## src/hw/rtl/esc_pkg.sv

```systemverilog
// Shared types and constants for the raw sensor compensation pipeline.
package esc_pkg;

    typedef enum logic [2:0] {
        CFG_TEMP     = 3'd0,
        CFG_PRESS_LO = 3'd1,
        CFG_PRESS_HI = 3'd2,
        CFG_PRESS_P9 = 3'd3,
        CFG_HUM      = 3'd4
    } t_cfg_idx;

    localparam logic signed [32:0] PRESS_T_OFS   = 33'sd128000;
    localparam logic signed [63:0] PRESS_P1_BIAS = 64'sh0000_8000_0000_0000;
    localparam logic [20:0]        PRESS_ADC_OFS = 21'd1048576;
    localparam logic [63:0]        PRESS_SCALE   = 64'd3125;
    localparam logic signed [31:0] HUM_T_OFS     = 32'sd76800;
    localparam logic [31:0]        HUM_ROUND     = 32'd16384;
    localparam logic signed [31:0] HUM_Y_OFS     = 32'sd32768;
    localparam logic signed [31:0] HUM_Y_BIAS    = 32'sd2097152;
    localparam logic signed [31:0] HUM_Y_ROUND   = 32'sd8192;
    localparam logic signed [31:0] HUM_CLAMP     = 32'sd419430400;
    localparam logic [16:0]        HUM_MAX_Q10   = 17'd102400;
    localparam logic signed [31:0] TEMP_ROUND    = 32'sd128;

    typedef struct packed {
        logic [19:0] raw_pressure;
        logic [19:0] raw_temperature;
        logic [15:0] raw_humidity;
    } t_in;

    typedef struct packed {
        logic signed [31:0] temperature_centi;
        logic [31:0]        pressure_q24_8;
        logic [16:0]        humidity_q22_10;
        logic               pressure_invalid;
    } t_out;

    typedef struct packed {
        logic [15:0]        t1;
        logic signed [15:0] t2;
        logic signed [15:0] t3;
        logic [15:0]        p1;
        logic signed [15:0] p2;
        logic signed [15:0] p3;
        logic signed [15:0] p4;
        logic signed [15:0] p5;
        logic signed [15:0] p6;
        logic signed [15:0] p7;
        logic signed [15:0] p8;
        logic signed [15:0] p9;
        logic [7:0]         h1;
        logic signed [15:0] h2;
        logic [7:0]         h3;
        logic signed [11:0] h4;
        logic signed [11:0] h5;
        logic signed [7:0]  h6;
    } t_cal;

    typedef struct packed {
        logic [19:0]        adc_p;
        logic [15:0]        adc_h;
        logic signed [31:0] tfine;
        logic signed [31:0] temp;
    } t_tstage;

    typedef struct packed {
        logic [19:0]        adc_p;
        logic signed [31:0] tfine;
        logic signed [31:0] temp;
        logic [16:0]        hum;
    } t_hstage;

    typedef struct packed {
        logic signed [63:0] num;
        logic signed [63:0] den;
        logic signed [31:0] temp;
        logic [16:0]        hum;
    } t_pstage;

    typedef struct packed {
        logic signed [31:0] temp;
        logic [16:0]        hum;
        logic               inval;
        logic               neg;
    } t_div_side;

    typedef struct packed {
        logic signed [63:0] quot;
        logic signed [31:0] temp;
        logic [16:0]        hum;
        logic               inval;
    } t_qstage;

endpackage

```

## src/hw/rtl/esc_temp.sv

```systemverilog
// Three-stage temperature compensation producing the fine-temperature term.
module esc_temp (
    input  logic             i_clk,
    input  logic             i_rst_n,
    input  logic             i_en,
    input  logic             i_valid,
    input  esc_pkg::t_in     i_data,
    input  esc_pkg::t_cal    i_cal,
    output logic             o_valid,
    output esc_pkg::t_tstage o_data
);
    import esc_pkg::*;

    logic [2:0]         r_v;
    logic signed [17:0] a;
    logic signed [16:0] b;
    logic signed [33:0] a_t2;
    logic signed [33:0] b_sq;
    logic signed [31:0] bsq_sh;
    logic signed [35:0] m3;
    logic signed [31:0] tv2;
    logic signed [31:0] tfine;
    logic signed [31:0] temp;
    logic signed [31:0] r_at2;
    logic signed [31:0] r_bsq;
    logic signed [31:0] r_tv1;
    logic signed [31:0] r_m3;
    t_in                r_in1;
    t_in                r_in2;
    t_tstage            r_out;

    always_comb begin
        a      = $signed({1'b0, i_data.raw_temperature[19:3]})
               - $signed({1'b0, i_cal.t1, 1'b0});
        b      = $signed({1'b0, i_data.raw_temperature[19:4]}) - $signed({1'b0, i_cal.t1});
        a_t2   = a * i_cal.t2;
        b_sq   = b * b;
        bsq_sh = r_bsq >>> 12;
        m3     = $signed(bsq_sh[19:0]) * i_cal.t3;
        tv2    = r_m3 >>> 14;
        tfine  = r_tv1 + tv2;
        temp   = ((tfine <<< 2) + tfine + TEMP_ROUND) >>> 8;
    end

    always_ff @(posedge i_clk) begin
        if (!i_rst_n) begin
            r_v <= '0;
        end else if (i_en) begin
            r_v <= {r_v[1:0], i_valid};
        end
    end

    always_ff @(posedge i_clk) begin
        if (i_en) begin
            r_at2       <= a_t2[31:0];
            r_bsq       <= b_sq[31:0];
            r_in1       <= i_data;
            r_tv1       <= r_at2 >>> 11;
            r_m3        <= m3[31:0];
            r_in2       <= r_in1;
            r_out.adc_p <= r_in2.raw_pressure;
            r_out.adc_h <= r_in2.raw_humidity;
            r_out.tfine <= tfine;
            r_out.temp  <= temp;
        end
    end

    assign o_valid = r_v[2];
    assign o_data  = r_out;

endmodule

```

## config.mk

```make
export PLATFORM = sky130hd
export DESIGN_NAME = esc_temp
export DESIGN_NICKNAME = d
export VERILOG_FILES = /design/src/hw/rtl/esc_pkg.sv /design/src/hw/rtl/esc_temp.sv
export SDC_FILE = /design/constraint.sdc
export NUM_CORES = 2
export LEC_CHECK = 0
export BUFFER_PORTS_ARGS = -buffer_cell sky130_fd_sc_hd__buf_2
export CAP_MARGIN = 10
export CORE_MARGIN = 2
export CORE_UTILIZATION = 56
export DETAILED_ROUTE_END_ITERATION = 7
export MAX_ROUTING_LAYER = met4
export PLACE_DENSITY = 0.9
export SYNTH_ARGS = -nofsm -noshare
export SYNTH_HDL_FRONTEND = slang
export SYNTH_SLANG_ARGS = --single-unit
```

## constraint.sdc

```tcl
create_clock -name i_clk -period 11.1 [get_ports i_clk]
set_input_delay 3.33 -clock i_clk [delete_from_list [all_inputs] [get_ports i_clk]]
set_output_delay 3.33 -clock i_clk [all_outputs]
set_load 0.02 [all_outputs]
```

==> results.md <==
- DR iter-0 viols: 2233
- CTS tree: built
- R2R Path Start: r_bsq[23]
- Top cell type's share of synthesized area: 42.0%
- Critical R2R Capture: r_m3[31]
- Status: finished, final reports clean
- Worst R2R Setup Slack: between 3000 and 4000 ps
- Syn nets: 5285
- Clock sink count: 231
- Total Wirelength: 92.7 mm
- Yosys Warn Count: 0
- Hold endpoint: r_in2[42]
- Die Area: ~72000 um2
- Max Fclk: 92.9 MHz
- Worst Hold Depth: 0
- Crit share post-route: 96.9%
- ANT nets after route: 0
- Clock-pin slew on the worst setup and hold paths: 60 ps
- Placeable Area: ~70000 um2
- Slowest cell on crit path: fa_1
- Worst setup EP type: register
- Seq cells post-synth: 231
- CP max FO: 6
- Worst Reg2Reg Path Length in Cells: 17
- Cell mode on critical path: fa_1
- Via/cell ratio: around 5.4
- Mean Syn Cell Area: 10.1 um2
- Later-pin clock latency in the skew report: 540 ps
- Distinct cells, synth: 75
- Row count: 96
- Hold Startpoint: r_in1[42]
- CP Launch Type: primary input
- Layout cells sized above 1: 10.8%
- Gr ovfl total: 0
- Setup CP Type: primary input to register
- CTS buffer count: 22
- Port-buffer cells: between 200 and 250
- Layout Utilization: 61.8%
- Final Net Count: between 5k and 6k
- Synth Flop Type: edfxtp_1
- Async SR Flop Fraction: 0%
- Drt first pass iters: 6
- Final setup viols: 0
- Clock Skews: 26.3 ps
- Routability cong.: 0.958
- Initial antenna violation count: 1
- H-Tree Level Count: 1
- Routed len/inst: around 18 um
- Starting Density: 56.6%
- Slew headroom: 31.2%
- Synth area leader: fa_1
- Cell Area, Synth: approximately 39000 um2
- Max-cap viol count: 0
- Worst EP required: about 11000 ps
- CP Launch Point: i_data[21]
- Number of global-route vias before repair: 30.7k
- EDFF count, synth: between 200 and 250
- Minimum clock period: between 10000 and 15000 ps
- Number of remaining DRC errors: 0
- Wire length of the first global-routing pass: 151 mm
- Worst-Margin Slew: 1010 ps
- Die Height: 268 um
- Layout area overhead: 9.27%
- Hpwl dp: 74.6 mm
- Class of the tightest hold or removal check: register to register
- Crit-path max cell delay: 580 ps
- Via count: 27.4k
- Critical path data arrival time: 11030 ps
- Die Wd: approximately 270 um
- Final Max Tran Viols: 0
- Seq/Total Area, Yosys: 17.8%
- Clock root buffer: clkbuf_16
- I/O pin cnt: 417
- Total GRT Usage: 27.7%
- Postcts setup bufs: 0
- Cells after Synth: 3836
- Maximum clock insertion buffer count: 3
- Largest net degree at the start of global routing: 85
- Final hold vios: 0
- Synth top area cells: fa_1 (42%), edfxtp_1 (18%), ha_1 (10%), inv_1 (9.3%), nand2_1 (4.6%)
## routing by layer
layer	vias to the layer above	track usage, %	wire length [um]
met1	13500	31.6	32400
li1	11900	-	-
met3	413	5.61	9370
met4	0	13.4	5380
met5	-	-	0
met2	1529	46.8	45600
## worst max path at each step
stage	depth (start not counted)	slack [ps]	endpoint
finish	30	340	r_at2[31]
global route	32	-10	r_bsq[31]
CTS	31	290	r_at2[31]
detailed placement	31	-270	r_at2[31]
global placement	30	-120	r_at2[31]
floorplan	35	110	r_at2[31]
## metrics by stage
stage          worst slack (ps)  hold slack (ps)  setup TNS, ps  std cells  area (um2)
2_1_floorplan               115              400              0       3836       38900
3_3_place_gp               -124              401           -279       4982       41700
3_5_place_dp               -272              405          -1350       4982       41700
4_1_cts                     291              407              0       5022       42400
5_1_grt                   -11.4              424          -22.8       5023       42500
6_report                    340              407              0       5023       42500
## placed cells by master (no fill, tap or decap), drive strengths merged, types with 51 or more instances in the layout
master and instances:
a21oi 61, nor2 151, edfxtp 228, buf 365
ha 317, o21ai 51, inv 971, and2 205
fa 816, nand2 474, xnor2 112
## repair_timing
item	in CTS	in global routing
endpoints found under the setup margin	0	8
hold buffers	0	0
gates resized for setup	0	14
## Yosys cell counts, types with 4 or more instances
cell and instances:
edfxtp_1 228, nor2_1 150, nand2_1 474, xnor2_1 110, o21bai_1 7, nand4_1 11
nand2b_1 38, a211oi_1 5, buf_4 26, inv_1 960, inv_2 10, o21ai_1 10
o31a_1 4, a21o_1 29, a21oi_1 60, clkbuf_1 106, nand3_1 16, or2_2 6
xor2_1 27, and3_1 6, o21ai_0 40, nor2b_1 33, and2_1 205, buf_2 14
mux2i_1 7, o211ai_1 8, or3_1 5, buf_1 4, nor3_1 24, o21a_1 19
ha_1 317, fa_1 816
## cells by family after synthesis
kind of cell    after synthesis  synth area share (%)
simple gates                976                  11.6
compound gates              227                  3.88
mux                           8                 0.209
buf+inv                    1121                  11.1
fa+ha+maj                  1133                  52.2
flops                       231                  17.8
xor+xnor                    140                  3.23
## layout make-up
type	count	area [um2]
diodes	1	2.50
clock buffers	26	566
clock inverters	14	179
fillers	5031	26200
inverters	971	3640
multi-input cells	2484	27800
flip-flops and latches	231	6910
well taps	931	1160
repair buffers	365	2250
## critical path, delay by kind of cell
kind,cells,cell delay (ps)
xor+xnor,3,600
simple gates,3,440
buf+inv,4,270
compound gates,12,2760
fa+ha+maj,8,3630
## state kept, by name, indices dropped and copies added, names as in the netlist
register  flops
o_data       76
r_at2        21
r_bsq        20
r_in1        36
r_in2        36
r_m3         18
r_tv1        21
r_v           3
Power is left out: the tool's default activity adds up to more than one toggle a clock period on the data nets, which glitch-free logic cannot reach.
